--- src/sv/dnir_pkg.sv ---
`timescale 1ns / 1ps
// Shared types and constants of the day/night IR-cut filter controller.
// No dependencies; every other file imports this package.
package dnir_pkg;

   localparam int unsigned AVG_COUNT = 8;
   localparam int unsigned CNT_W     = $clog2(AVG_COUNT + 1);
   localparam int unsigned SUM_W     = 12 + $clog2(AVG_COUNT);
   localparam int unsigned CSR_IDX_W = 3;
   localparam int unsigned CSR_DAT_W = 16;

   localparam logic [15:0] ELAPSED_MAX = 16'hFFFF;
   localparam logic [1:0]  EFFECT_BW    = 2'd2;
   localparam logic [1:0]  EFFECT_COLOR = 2'd0;

   localparam logic OP_TICK    = 1'b0;
   localparam logic OP_READING = 1'b1;

   typedef enum logic [CSR_IDX_W-1:0] {
      CSR_NIGHT_THR  = 3'd0,
      CSR_DAY_THR    = 3'd1,
      CSR_INTERVAL   = 3'd2,
      CSR_PULSE_LEN  = 3'd3,
      CSR_FORCE_BW   = 3'd4,
      CSR_SENSOR     = 3'd5
   } csr_index_type;

   typedef struct packed {
      logic [11:0] night_threshold;
      logic [11:0] day_threshold;
      logic [15:0] sample_interval_ms;
      logic [11:0] pulse_length_ms;
      logic        force_black_white;
      logic        sensor_present;
   } dnir_cfg_type;

   typedef struct packed {
      logic        op;
      logic [11:0] reading;
   } dnir_req_type;

   typedef struct packed {
      logic        drive_day;
      logic        drive_night;
      logic        night;
      logic [1:0]  effect_code;
      logic        want_readings;
      logic [11:0] last_average;
      logic        changed;
   } dnir_rsp_type;

endpackage

--- src/sv/day_night_ir_cut_control_core.sv ---
`timescale 1ns / 1ps
// Day/night IR-cut filter controller, top level: input stage, update engine, result stage.
// An input-stage beat is processed when it advances, which updates the engine state and loads the result register.
// Throughput: one beat per cycle while rsp_ready holds, set by the single-pass update between the two registers.
// While a finished result waits for rsp_ready, the input stage takes one more beat, then stalls.
// Reset (synchronous, active high) loads the register defaults and empties both stages.
// Depends on dnir_pkg, dnir_csr and dnir_engine.
module day_night_ir_cut_control_core (
   input  logic                            clock,
   input  logic                            reset,
   input  logic                            req_valid,
   output logic                            req_ready,
   input  dnir_pkg::dnir_req_type          req_payload,
   output logic                            rsp_valid,
   input  logic                            rsp_ready,
   output dnir_pkg::dnir_rsp_type          rsp_payload,
   input  logic                            csr_valid,
   output logic                            csr_ready,
   input  logic [dnir_pkg::CSR_IDX_W-1:0]  csr_index,
   input  logic [dnir_pkg::CSR_DAT_W-1:0]  csr_data
);
   import dnir_pkg::*;

   dnir_cfg_type cfg;
   dnir_req_type in_ff;
   logic         in_valid_ff;
   dnir_rsp_type result;
   dnir_rsp_type rsp_ff;
   logic         out_valid_ff;
   logic         advance;

   // Register writes are always accepted, so csr_ready is tied high.
   assign csr_ready = 1'b1;

   dnir_csr u_csr (
      .clock     (clock),
      .reset     (reset),
      .csr_valid (csr_valid),
      .csr_index (csr_index),
      .csr_data  (csr_data),
      .cfg       (cfg)
   );

   // Advance the held beat whenever the result stage is empty or draining.
   assign advance   = in_valid_ff && (!out_valid_ff || rsp_ready);
   assign req_ready = !in_valid_ff || advance;

   dnir_engine u_engine (
      .clock   (clock),
      .reset   (reset),
      .advance (advance),
      .item    (in_ff),
      .cfg     (cfg),
      .result  (result)
   );

   // Input stage: hold one beat until the engine takes it.
   always_ff @(posedge clock) begin
      if (reset) begin
         in_valid_ff <= 1'b0;
      end else if (req_valid && req_ready) begin
         in_valid_ff <= 1'b1;
      end else if (advance) begin
         in_valid_ff <= 1'b0;
      end
   end

   always_ff @(posedge clock) begin
      if (req_valid && req_ready) in_ff <= req_payload;
   end

   // Result stage: load on advance, drop once the beat is taken.
   always_ff @(posedge clock) begin
      if (reset) begin
         out_valid_ff <= 1'b0;
      end else if (advance) begin
         out_valid_ff <= 1'b1;
      end else if (rsp_ready) begin
         out_valid_ff <= 1'b0;
      end
   end

   always_ff @(posedge clock) begin
      if (advance) rsp_ff <= result;
   end

   assign rsp_valid   = out_valid_ff;
   assign rsp_payload = rsp_ff;

`ifndef SYNTHESIS
   a_one_line: assert property (@(posedge clock) disable iff (reset)
      rsp_valid |-> !(rsp_payload.drive_day && rsp_payload.drive_night))
      else $error("both bridge lines driven");

   a_effect: assert property (@(posedge clock) disable iff (reset)
      rsp_valid |-> (rsp_payload.night ? rsp_payload.effect_code == EFFECT_BW
                                       : rsp_payload.effect_code == EFFECT_COLOR))
      else $error("effect code disagrees with night status");

   a_empty_ready: assert property (@(posedge clock) disable iff (reset)
      !in_valid_ff |-> req_ready)
      else $error("empty input stage refuses a beat");

   a_no_lost_beat: assert property (@(posedge clock) disable iff (reset)
      (out_valid_ff && !rsp_ready && !advance) |=> out_valid_ff)
      else $error("pending result dropped");
`endif

endmodule

--- src/sv/dnir_csr.sv ---
`timescale 1ns / 1ps
// Configuration register file of the IR-cut controller.
// Depends on dnir_pkg for the register index codes and the config struct.
module dnir_csr (
   input  logic                             clock,
   input  logic                             reset,
   input  logic                             csr_valid,
   input  logic [dnir_pkg::CSR_IDX_W-1:0]   csr_index,
   input  logic [dnir_pkg::CSR_DAT_W-1:0]   csr_data,
   output dnir_pkg::dnir_cfg_type           cfg
);
   import dnir_pkg::*;

   dnir_cfg_type cfg_ff;

   always_ff @(posedge clock) begin
      if (reset) begin
         cfg_ff.night_threshold    <= 12'd1000;
         cfg_ff.day_threshold      <= 12'd1500;
         cfg_ff.sample_interval_ms <= 16'd5000;
         cfg_ff.pulse_length_ms    <= 12'd100;
         cfg_ff.force_black_white  <= 1'b0;
         cfg_ff.sensor_present     <= 1'b1;
      end else if (csr_valid) begin
         unique case (csr_index)
            CSR_NIGHT_THR: cfg_ff.night_threshold    <= csr_data[11:0];
            CSR_DAY_THR:   cfg_ff.day_threshold      <= csr_data[11:0];
            CSR_INTERVAL:  cfg_ff.sample_interval_ms <= csr_data[15:0];
            CSR_PULSE_LEN: cfg_ff.pulse_length_ms    <= csr_data[11:0];
            CSR_FORCE_BW:  cfg_ff.force_black_white  <= csr_data[0];
            CSR_SENSOR:    cfg_ff.sensor_present     <= csr_data[0];
            default: ;
         endcase
      end
   end

   assign cfg = cfg_ff;

endmodule

--- src/sv/dnir_engine.sv ---
`timescale 1ns / 1ps
// Controller state and its single-pass update: sample interval, averaging, hysteresis, pulse, force/sensor overrides.
// Depends on dnir_pkg for the item, result and config structs.
module dnir_engine (
   input  logic                    clock,
   input  logic                    reset,
   input  logic                    advance,
   input  dnir_pkg::dnir_req_type  item,
   input  dnir_pkg::dnir_cfg_type  cfg,
   output dnir_pkg::dnir_rsp_type  result
);
   import dnir_pkg::*;

   logic [15:0]      elapsed_ff, elapsed_in;
   logic             collecting_ff, collecting_in;
   logic [CNT_W-1:0] taken_ff, taken_in;
   logic [SUM_W-1:0] sum_ff, sum_in;
   logic             night_ff, night_in;
   logic             known_ff, known_in;
   logic [11:0]      pulse_ff, pulse_in;
   logic             pulse_night_ff, pulse_night_in;
   logic [11:0]      avg_ff, avg_in;

   always_comb begin
      logic             enabled;
      logic             changed;
      logic             want;
      logic             night_out;
      logic [SUM_W-1:0] sum_next;
      logic [CNT_W-1:0] taken_next;

      enabled        = !cfg.force_black_white && cfg.sensor_present;
      changed        = 1'b0;
      want           = night_ff;
      elapsed_in     = elapsed_ff;
      collecting_in  = collecting_ff;
      taken_in       = taken_ff;
      sum_in         = sum_ff;
      night_in       = night_ff;
      known_in       = known_ff;
      pulse_in       = pulse_ff;
      pulse_night_in = pulse_night_ff;
      avg_in         = avg_ff;
      sum_next       = sum_ff + SUM_W'(item.reading);
      taken_next     = taken_ff + CNT_W'(1);

      if (item.op == OP_TICK) begin
         if (pulse_ff != 12'd0) pulse_in = pulse_ff - 12'd1;
         if (elapsed_ff != ELAPSED_MAX) elapsed_in = elapsed_ff + 16'd1;
         if (enabled && !collecting_ff && elapsed_in >= cfg.sample_interval_ms) begin
            collecting_in = 1'b1;
            taken_in      = '0;
            sum_in        = '0;
            elapsed_in    = '0;
         end
      end else if (enabled && collecting_ff) begin
         sum_in   = sum_next;
         taken_in = taken_next;
         if (32'(taken_next) >= AVG_COUNT) begin
            // close the round and run the hysteresis decision
            avg_in        = 12'(sum_next / AVG_COUNT);
            collecting_in = 1'b0;
            taken_in      = '0;
            sum_in        = '0;
            priority if (avg_in < cfg.night_threshold) want = 1'b1;
            else if (avg_in > cfg.day_threshold)       want = 1'b0;
            else                                       want = night_ff;
            if (!known_ff || want != night_ff) begin
               changed        = 1'b1;
               night_in       = want;
               known_in       = 1'b1;
               pulse_night_in = want;
               pulse_in       = cfg.pulse_length_ms;
            end
         end
      end

      if (!enabled) begin
         collecting_in = 1'b0;
         taken_in      = '0;
         sum_in        = '0;
         pulse_in      = '0;
      end

      priority if (cfg.force_black_white) night_out = 1'b1;
      else if (!cfg.sensor_present)       night_out = 1'b0;
      else                                night_out = night_in;

      result.drive_day     = (pulse_in != 12'd0) && !pulse_night_in;
      result.drive_night   = (pulse_in != 12'd0) && pulse_night_in;
      result.night         = night_out;
      result.effect_code   = night_out ? EFFECT_BW : EFFECT_COLOR;
      result.want_readings = collecting_in;
      result.last_average  = avg_in;
      result.changed       = changed;
   end

   always_ff @(posedge clock) begin
      if (reset) begin
         elapsed_ff     <= ELAPSED_MAX;
         collecting_ff  <= 1'b0;
         taken_ff       <= '0;
         sum_ff         <= '0;
         night_ff       <= 1'b0;
         known_ff       <= 1'b0;
         pulse_ff       <= '0;
         pulse_night_ff <= 1'b0;
         avg_ff         <= '0;
      end else if (advance) begin
         elapsed_ff     <= elapsed_in;
         collecting_ff  <= collecting_in;
         taken_ff       <= taken_in;
         sum_ff         <= sum_in;
         night_ff       <= night_in;
         known_ff       <= known_in;
         pulse_ff       <= pulse_in;
         pulse_night_ff <= pulse_night_in;
         avg_ff         <= avg_in;
      end
   end

endmodule
--- config.mk ---
export PLATFORM = sky130hd
export DESIGN_NAME = day_night_ir_cut_control_core
export DESIGN_NICKNAME = d
export VERILOG_FILES = /design/src/sv/dnir_pkg.sv /design/src/sv/day_night_ir_cut_control_core.sv /design/src/sv/dnir_csr.sv /design/src/sv/dnir_engine.sv
export SDC_FILE = /design/constraint.sdc
export NUM_CORES = 1
export LEC_CHECK = 0
export ABC_CLOCK_PERIOD_IN_PS = 11400
export BUFFER_PORTS_ARGS = -buffer_cell sky130_fd_sc_hd__buf_2
export CAP_MARGIN = 20
export CORE_AREA = 2 2 135 137
export CTS_BUF_LIST = sky130_fd_sc_hd__clkbuf_4
export DETAILED_ROUTE_END_ITERATION = 10
export DIE_AREA = 0 0 137 139
export GPL_ROUTABILITY_DRIVEN = 0
export HOLD_SLACK_MARGIN = 0.1
export PLACE_DENSITY_LB_ADDON = 0.2
export SYNTH_ARGS = -nofsm -noshare
export SYNTH_HDL_FRONTEND = slang
export SYNTH_HIERARCHICAL = 1
export SYNTH_SLANG_ARGS = --single-unit
--- constraint.sdc ---
create_clock -name clock -period 11.4 [get_ports clock]
set_input_delay 1.71 -clock clock [delete_from_list [all_inputs] [get_ports clock]]
set_output_delay 1.71 -clock clock [all_outputs]
set_load 0.005 [all_outputs]
Yosys cells after proc, flatten, opt, wreduce, memory -nomap -nowiden --
Index checks and enable logic that the tools add are counted. Widths: inputs -> output; s select.
Cells by class: add/subtract/negate cells 4, $lt $le $gt $ge 4, eq/ne operators 9, multiplexer cells 48, bitwise logic cells 1, reductions and logical operators 32
Operators with widths (count):
- $mux 12 | 9
- $mux 15 | 5
- $mux 16 | 3
- $mux 1 | 25
- $reduce_bool 12->1 | 2
- $mux 4 | 5
- $add 16x1->16 const B | 1
- $ge 16x16->1 | 1
- $ne 16x16->1 const B | 1
- $add 15x12->15 | 1
- $reduce_and 2->1 | 7
- $gt 12x12->1 | 1
- $lt 12x12->1 | 1
- $sub 12x1->12 const B | 1
- $logic_and 1x1->1 | 8
- $eq 3x2->1 const B | 2
- $eq 3x3->1 const B | 2
- $logic_not 1->1 | 6
- $ne 3x3->1 const B | 2
- $reduce_and 3->1 | 2
- $reduce_and 5->1 | 1
- $add 4x1->4 const B | 1
- $ge 4x4->1 const B | 1
- $reduce_bool 2->1 | 2
- other kinds (6) | 8
Storage, ports and cells: bits in registers 151, input bits 37, output and inout bits 22, word-level logic and storage cells 124

Logic depth before layout (Yosys ltp) --
Gate-level depths: netlist of run 1.
depth after elaboration 16, gate-level depth with buffers 24, depth with buffers taken out 24

Modules after synthesis --
The synthesis of run 1 kept the hierarchy.
Modules (own cells, without submodules):
- dnir_engine | times used 1, cells an instance 754, area each 5332.6 um^2, seq. area each 1261.2 um^2
- dnir_csr | times used 1, cells an instance 212, area each 2197.1 um^2, seq. area each 1081.0 um^2
- day_night_ir_cut_control_core | times used 1, cells an instance 44, area each 1076.0 um^2, seq. area each 1001.0 um^2

Worst setup path before layout of run 1 --
Ideal clock, no wire load.
kind register to register, from register in_ff[0] (netlist bit), to register rsp_ff (netlist bit rsp_payload[18]) (data pin), setup time 0.264 ns, arrival time 4.800 ns, data required time 11.136 ns, path slack 6.336 ns, cell stages (with the launch flop) 25, path buffers 0, period minus slack after synthesis 5.064 ns, path through edfxtp_1 ha_1 inv_1 fa_1 nor2b_1 o21ai_0 a21boi_1 o41ai_1 o21ai_0 o41ai_2 nor2_1 xnor2_1 inv_1 ha_1 nand2_1 o211ai_1 o31ai_1 a21oi_1 o2111a_1 o21ai_1 inv_2 o32ai_1 or4_1 nor4_2 a21oi_1
RTL lines:
- from (decl) | RTL line day_night_ir_cut_control_core.sv:25 | dnir_req_type in_ff;
- from (signal assigned) | RTL line day_night_ir_cut_control_core.sv:69 | if (req_valid && req_ready) in_ff <= req_payload;
- to (signal assigned) | RTL line day_night_ir_cut_control_core.sv:84 | if (advance) rsp_ff <= result;
- to (decl) | RTL line day_night_ir_cut_control_core.sv:28 | dnir_rsp_type rsp_ff;

==> results of run 1 <==
==> where the power goes <==
group          internal (µW)  switching [µW]  total, µW
clock                    119             221        339
combinational           98.2             148        246
sequential               564            15.4        579
==> state kept, by name (all words and copies together) (netlist names), 4 cells and up <==
name / flops
in_ff: 13
rsp_payload: 19
u_csr/cfg: 54
u_engine/avg_ff: 12
u_engine/elapsed_ff: 16
u_engine/pulse_ff: 12
u_engine/sum_ff: 15
u_engine/taken_ff: 4
==> path summary, 6_finish.rpt <==
kind | from | end | slack [ns] | cells past startpoint
setup / recovery | in_ff[0]$_DFFE_PP_ | rsp_payload[18]$_DFFE_PP_ | 5.41 | 24
setup reg to reg | in_ff[0]$_DFFE_PP_ | rsp_payload[18]$_DFFE_PP_ | 5.41 | 24
hold reg to reg | u_engine/sum_ff[2]$_SDFFE_PP0P_ | u_engine/sum_ff[2]$_SDFFE_PP0P_ | 0.47 | 2
hold / removal | u_engine/sum_ff[2]$_SDFFE_PP0P_ | u_engine/sum_ff[2]$_SDFFE_PP0P_ | 0.47 | 2
==> worst reg2reg max path, delay by kind of cell, from the launching register on <==
| kind | cells | cell delay (ns) |
|---|---|---|
| flops | 1 | 0.40 |
| simple gates | 5 | 0.98 |
| compound gates | 12 | 3.00 |
| xor+xnor | 1 | 0.24 |
| fa+ha+maj | 3 | 0.78 |
| buf+inv | 3 | 0.35 |
==> cells in the final DEF, fill, tap and decap left out, drive strengths merged, types with 6 or more instances in the layout <==
cell type	count
a211oi	9
a21boi	6
a21o	7
a21oi	76
a22oi	6
a31oi	8
and3	10
buf	64
clkbuf	17
dfxtp	119
edfxtp	32
ha	55
inv	66
mux2i	59
nand2	116
nand2b	52
nand3	33
nand4	10
nor2	104
nor3	22
nor4	8
o211ai	6
o21a	8
o21ai	49
or3	9
xnor2	21
xor2	8
==> synthesized netlist by cell type, types with 21 or more instances <==
master	instances	area share, %
nand3_1	33	1.9
o21ai_0	44	2.6
nor3_1	21	1.2
ha_1	55	8.0
nand2_1	115	5.0
mux2i_1	59	6.9
xnor2_1	21	2.1
nor2_1	104	4.5
edfxtp_1	32	11
nand2b_1	52	3.8
inv_1	57	2.5
clkbuf_1	38	1.7
a21oi_1	75	4.4
dfxtp_1	119	28
==> final cells by class <==
cell class | instances | area, µm² | share of cell area (%)
diodes | 2 | 5.00 | 0.0537
clock buffers | 17 | 128 | 1.37
clock inverters | 15 | 163 | 1.75
inverters | 59 | 221 | 2.38
multi-input cells | 749 | 4830 | 51.8
flip-flops and latches | 151 | 3340 | 35.9
well taps | 229 | 287 | 3.08
repair buffers | 64 | 340 | 3.65
==> per-stage QoR <==
| stage | hold WS (ns) | utilization (%) | area (µm²) | worst slack (ns) | power (µW) |
|---|---|---|---|---|---|
| global route | 0.488 | 52.7 | 9310 | 4.86 | 1230 |
| detailed placement | 0.447 | 51.1 | 9020 | 5.58 | 834 |
| global placement | 0.441 | 51.1 | 9020 | 5.70 | 831 |
| CTS | 0.466 | 52.7 | 9310 | 5.50 | 1170 |
| finish | 0.466 | 52.7 | 9310 | 5.41 | 1160 |
| floorplan | 0.434 | - | 8610 | 6.34 | 771 |
==> layer usage <==
layer	up-vias	wire, µm	global-route usage [%]
met1	3349	9480	29.1
met5	-	0	0
li1	3601	-	-
met4	0	596	7.87
met3	42	943	4.71
met2	173	9660	37.2
==> logic make-up (layout without fill, tap and decap cells) <==
| family | Yosys count | count (layout) | share of synthesized area (%) |
|---|---|---|---|
| AO/OA/AOI/OAI | 206 | 206 | 14.9 |
| XOR/XNOR | 29 | 29 | 2.95 |
| adder cells (fa/ha/maj) | 56 | 56 | 8.23 |
| buffers and inverters | 110 | 155 | 5.13 |
| flip-flops | 151 | 151 | 38.8 |
| multiplexers | 62 | 62 | 7.26 |
| other | 2 | 4 | 0.0873 |
| AND/OR/NAND/NOR | 394 | 394 | 22.6 |
==> impl_metrics.toml, run 1 <==
[power_and_ir_drop]
peakVddDrop_v = 0.0000871
power_leakage_uw = 0.00392
power_per_cell_area_mw_per_mm2 = 125

[routing]
drt-pass1-iter-count = 6
wl_um = 20700
antenna_nets_post_route = 0
drtIter0Drc = 438
routed_via_density = 5.57
post_drt_wl_per_cell_um = 16.1
route.detailed.drc = 0
route.vias.total = 7165

[run]
drv_cap = 0

[sta]
setup_repair_after_global_routing_missed_its_margin = "false"
final-setup-viol-count = 0
worst_pin_slew_ns = 1.05
final_hold_viol_count = 0
finalWorstPathRequiredPeriod_ns = 5.99
fmaxAchievable_mhz = 167
timing.clock.skew_ns = 0.0240
slew_viol_final = 0
timing.final.crit_share_pct = 52.5
timing.max_slew.rel_slack_pct = 29.7
tns_ns = 0

[critical_path]
path_common_cell = "o21ai_0"
timing_worst_setup_path_type = "reg2reg"
worst_path_dominant_cell_family = "compound AO/OA/AOI/OAI gates"
cp_num_buf_inv = 3
critical-path-slowest-cell = "a21oi_1"
required_time_of_the_critical_path_ns = 11.70
crit_path_start_kind = "register"
worst-endpoint-arrival_ns = 6.28
worstPathCellList = "ha_1, inv_1, fa_1, nor2b_1, o21ai_0, a21boi_1, o41ai_1, o21ai_0, o41ai_2, nor2_1, xnor2_1, inv_1, ha_1, nand2_1, o21ai_0, a2111oi_0, a21oi_1, o2111a_1, o21ai_1, inv_2, o32ai_1, or4_1, nor4_2, a21oi_1"
cp_slowest_stage_delay_ns = 0.61
largest_driver_fanout_on_the_critical_path = 10
crit_path_end_kind = "register"

[floorplan]
top_level_ports = 59
core_area_mm2 = 0.0177
die_area_mm2 = 0.0190
chipWidth_um = 137
die_y_um = 139
initial_utilization_pct = 48.7
rows = 49

[grt]
maximum_number_of_pins_on_one_net_before_global_route_repair = 101
antenna_found_initial = 1
grt_first_pass_wirelength_um = 33900
gr-total-overflow = 0
global_route.usage.total_pct = 22.6
grt_pass1_vias = 6766

[clock_tree]
clkSinkCount = 151
cts-resized-gates = 0
clock_tree.htree_level_count = 4
clock_latency_ns = 0.56
cts_tree = "yes"
postCtsSetupBuffers = 0
root_buffer = "clkbuf_4"
clk_pin_slew_worst_paths_ns = 0.14
cts-root-to-sink-buffers = 2
hold_buffers = 0
cts_buffers = 17

[min_path]
path_category_of_the_worst_min_delay_check = "reg2reg"

[placed_design]
io_buffers = 57
dp.cells = 1252
dpl.hpwl_um = 15100

[final_layout]
drive_gt1_share_pct = 11.3
num-nets-final = 1135
layout.filler_cells = 1694
final_cell_count_without_fillers = 1286
area_delta_synth_final_pct = 8.23

[status]
status = "finished clean"

[synthesis]
synth.avg_cell_area_um2 = 8.52
yosys_warnings = 6
synth_top_flop_cell = "dfxtp_1"
netlist-cell-type-count = 80
synthesis.instances = 1010
synth-async-reset-ratio_pct = 0
mappedNetlistArea_mm2 = 0.00861
syn-num-nets = 1103
synth.yosys.seq_area_share_pct = 38.8
yosys_register_bits = 151
synth_edf_count = 32
No activity file was read; power rests on OpenSTA's default activity.
==> run 2: changes to the inputs <==
--- a/config.mk
+++ b/config.mk
@@ -5,7 +5,7 @@
 export SDC_FILE = /design/constraint.sdc
 export NUM_CORES = 1
 export LEC_CHECK = 0
-export ABC_CLOCK_PERIOD_IN_PS = 11400
+export ABC_CLOCK_PERIOD_IN_PS = 4870
 export BUFFER_PORTS_ARGS = -buffer_cell sky130_fd_sc_hd__buf_2
 export CAP_MARGIN = 20
 export CORE_AREA = 2 2 135 137
==> constraint.sdc (replaced) <==
create_clock -name clock -period 4.87 [get_ports clock]
set_input_delay 0.7305 -clock clock [delete_from_list [all_inputs] [get_ports clock]]
set_output_delay 0.7305 -clock clock [all_outputs]
set_load 0.005 [all_outputs]
==> run 2 against run 1 <==
Compared with the run above: register-to-register slack worse by 5.4 ns; global-route usage rose by 1.0 points; first-iteration DRC count is 50% higher; combinational power rose to 2.6 times the previous value; largest cell class unchanged; count of clock-buffer cells in the layout is the same; clock skew up 0.0047 ns; the flow now finishes with violations (negative setup slack); critical path depth is 4 lower; fmax rose by 23%; routed wire length up 5.2%; utilization up 3.2 points; cell area grew 6.1%.
==> impl_metrics.toml, run 2 (synthesized netlist as in run 1, its figures left out) <==
[clock_tree]
cts-root-to-sink-buffers = 2
cts_tree = "yes"
clk_pin_slew_worst_paths_ns = 0.16
root_buffer = "clkbuf_4"
cts_buffers = 17
hold_buffers = 0
clock_latency_ns = 0.59
clkSinkCount = 151
clock_tree.htree_level_count = 4

[routing]
route.vias.total = 7390
drtIter0Drc = 656
wl_um = 21800
antenna_nets_post_route = 0
routed_via_density = 5.53
drt-pass1-iter-count = 6
route.detailed.drc = 0
post_drt_wl_per_cell_um = 16.3

[final_layout]
area_delta_synth_final_pct = 14.8
post-route-cell-area_mm2 = 0.00988
num-nets-final = 1186
final_cell_count_without_fillers = 1336
layout.filler_cells = 1643
final_common_cell = "dfxtp_1"
drive_gt1_share_pct = 18.2
ff_latch_area_mm2 = 0.00334
mostFrequentLayoutCells = "119 x dfxtp_1, 114 x nand2_1, 104 x nor2_1"
largest_register_ff_count = 54
area_of_the_multi_input_gates_mm2 = 0.00502

[sta]
setup_repair_after_global_routing_missed_its_margin = "true"
post-route-worst-setup-slack_ns = -0.00595
slew_viol_final = 0
timing.final.crit_share_pct = 100
timing.clock.skew_ns = 0.0287
final-setup-viol-count = 1
timing.max_slew.rel_slack_pct = 28.3
worst_pin_slew_ns = 1.07
finalWorstPathRequiredPeriod_ns = 4.88
final_hold_viol_count = 0
fmaxAchievable_mhz = 205

[power_and_ir_drop]
power.share.combinational_pct = 22.6
p_switching_uw = 923
peakVddDrop_v = 0.000170
power.internal_uw = 1860
power.clock.fraction_pct = 28.7
power_leakage_uw = 0.00420
power_per_cell_area_mw_per_mm2 = 282
seq_power_share_pct = 48.7
switching_share_pct = 33.2
power.total_uw = 2780

[critical_path]
worst-endpoint-arrival_ns = 5.19
crit_path_end_kind = "register"
required_time_of_the_critical_path_ns = 5.19
crit_path_start_kind = "register"
rr_startpoint = "in_ff[0]$_DFFE_PP_"
timing_worst_setup_path_type = "reg2reg"
timing.reg2reg.setup_slack_ns = -0.006
rr_worst_depth = 20
r2r-end = "rsp_payload[18]$_DFFE_PP_"
largest_driver_fanout_on_the_critical_path = 4

[min_path]
hold_path_startpoint = "req_payload[9]"
min_delay_path_depth = 1
path_category_of_the_worst_min_delay_check = "in2reg"
worst_hold_end = "in_ff[9]$_DFFE_PP_"

[floorplan]
die_y_um = 139
die_area_mm2 = 0.0190
chipWidth_um = 137
top_level_ports = 59
initial_utilization_pct = 48.7
rows = 49
core_area_mm2 = 0.0177

[placed_design]
io_buffers = 57
pre_cts_ws_ns = -0.251
dp.cells = 1294
placement.cell_area_mm2 = 0.00935
dpl.hpwl_um = 15800

[grt]
antenna_found_initial = 1
gr-total-overflow = 0
grt_pass1_vias = 6950
grt_first_pass_wirelength_um = 35300
global_route.usage.total_pct = 23.6
maximum_number_of_pins_on_one_net_before_global_route_repair = 107

[status]
failing_checks = "negative setup slack"
status = "finished with violations"

[run]
drv_cap = 0
run 2: area by class of cell:
class / count / share of cell area (%)
Clock buffer: 17 / 1.29
Sequential cell: 151 / 33.8
Clock inverter: 15 / 1.62
Tap cell: 229 / 2.90
Multi-Input combinational cell: 749 / 50.8
Inverter: 59 / 2.24
Antenna cell: 1 / 0.0253
Timing Repair Buffer: 115 / 7.32
run 2: worst max path at each step:
stage                       startpoint                         to
global placement    in_ff[2]$_DFFE_PP_  rsp_payload[18]$_DFFE_PP_
detailed placement  in_ff[0]$_DFFE_PP_  rsp_payload[18]$_DFFE_PP_
CTS                 in_ff[0]$_DFFE_PP_  rsp_payload[18]$_DFFE_PP_
global route        in_ff[0]$_DFFE_PP_  rsp_payload[18]$_DFFE_PP_
floorplan           in_ff[0]$_DFFE_PP_  rsp_payload[18]$_DFFE_PP_
finish              in_ff[0]$_DFFE_PP_  rsp_payload[18]$_DFFE_PP_
run 2: repair_timing:
| action | in CTS | in global routing |
|---|---|---|
| setup endpoints to repair | 2 | 7 |
| resized for setup | 25 | 13 |
| setup buffers | 6 | 3 |
| pin swaps | 13 | 12 |
run 2: per-layer routing:
metal	track usage (%)	up-vias	share of wire, %
met1	30.7	3418	45
met2	38.1	207	48
met5	0	-	0
met4	9.33	0	3.2
met3	4.93	58	4.4
li1	-	3707	-
run 2: stage by stage:
step	hold slack [ns]	setup TNS [ns]	util [%]
after global routing	0.237	-0.487	56.0
after floorplan	0.434	0	-
final	0.303	-0.00595	56.0
after CTS	0.262	-0.0165	55.4
after global placement	0.443	-0.186	53.0
after detailed placement	0.447	-0.483	53.0
run 2: power by group through the flow:
stage | Clock (µW) | Combinational (µW) | Sequential [µW]
global route | 879 | 700 | 1360
detailed placement | 0 | 604 | 1380
floorplan | 0 | 434 | 1370
global placement | 0 | 598 | 1380
finish | 798 | 629 | 1360
CTS | 826 | 618 | 1360
run 2: worst max-delay path, cell delays in order (launching register included):
cell and delay (ns):
edfxtp_1 0.40, ha_2 0.20, inv_2 0.05, fa_2 0.20
nor2b_2 0.04, o21ai_2 0.14, a21boi_2 0.09, o41ai_2 0.37
buf_4 0.17, o21bai_1 0.06, xor2_1 0.37, ha_1 0.33
a21oi_1 0.13, o21ai_0 0.21, or2_2 0.37, o2111a_2 0.34
o211ai_2 0.15, a31oi_1 0.12, or4_4 0.57, nor4_4 0.18
a21oi_1 0.11
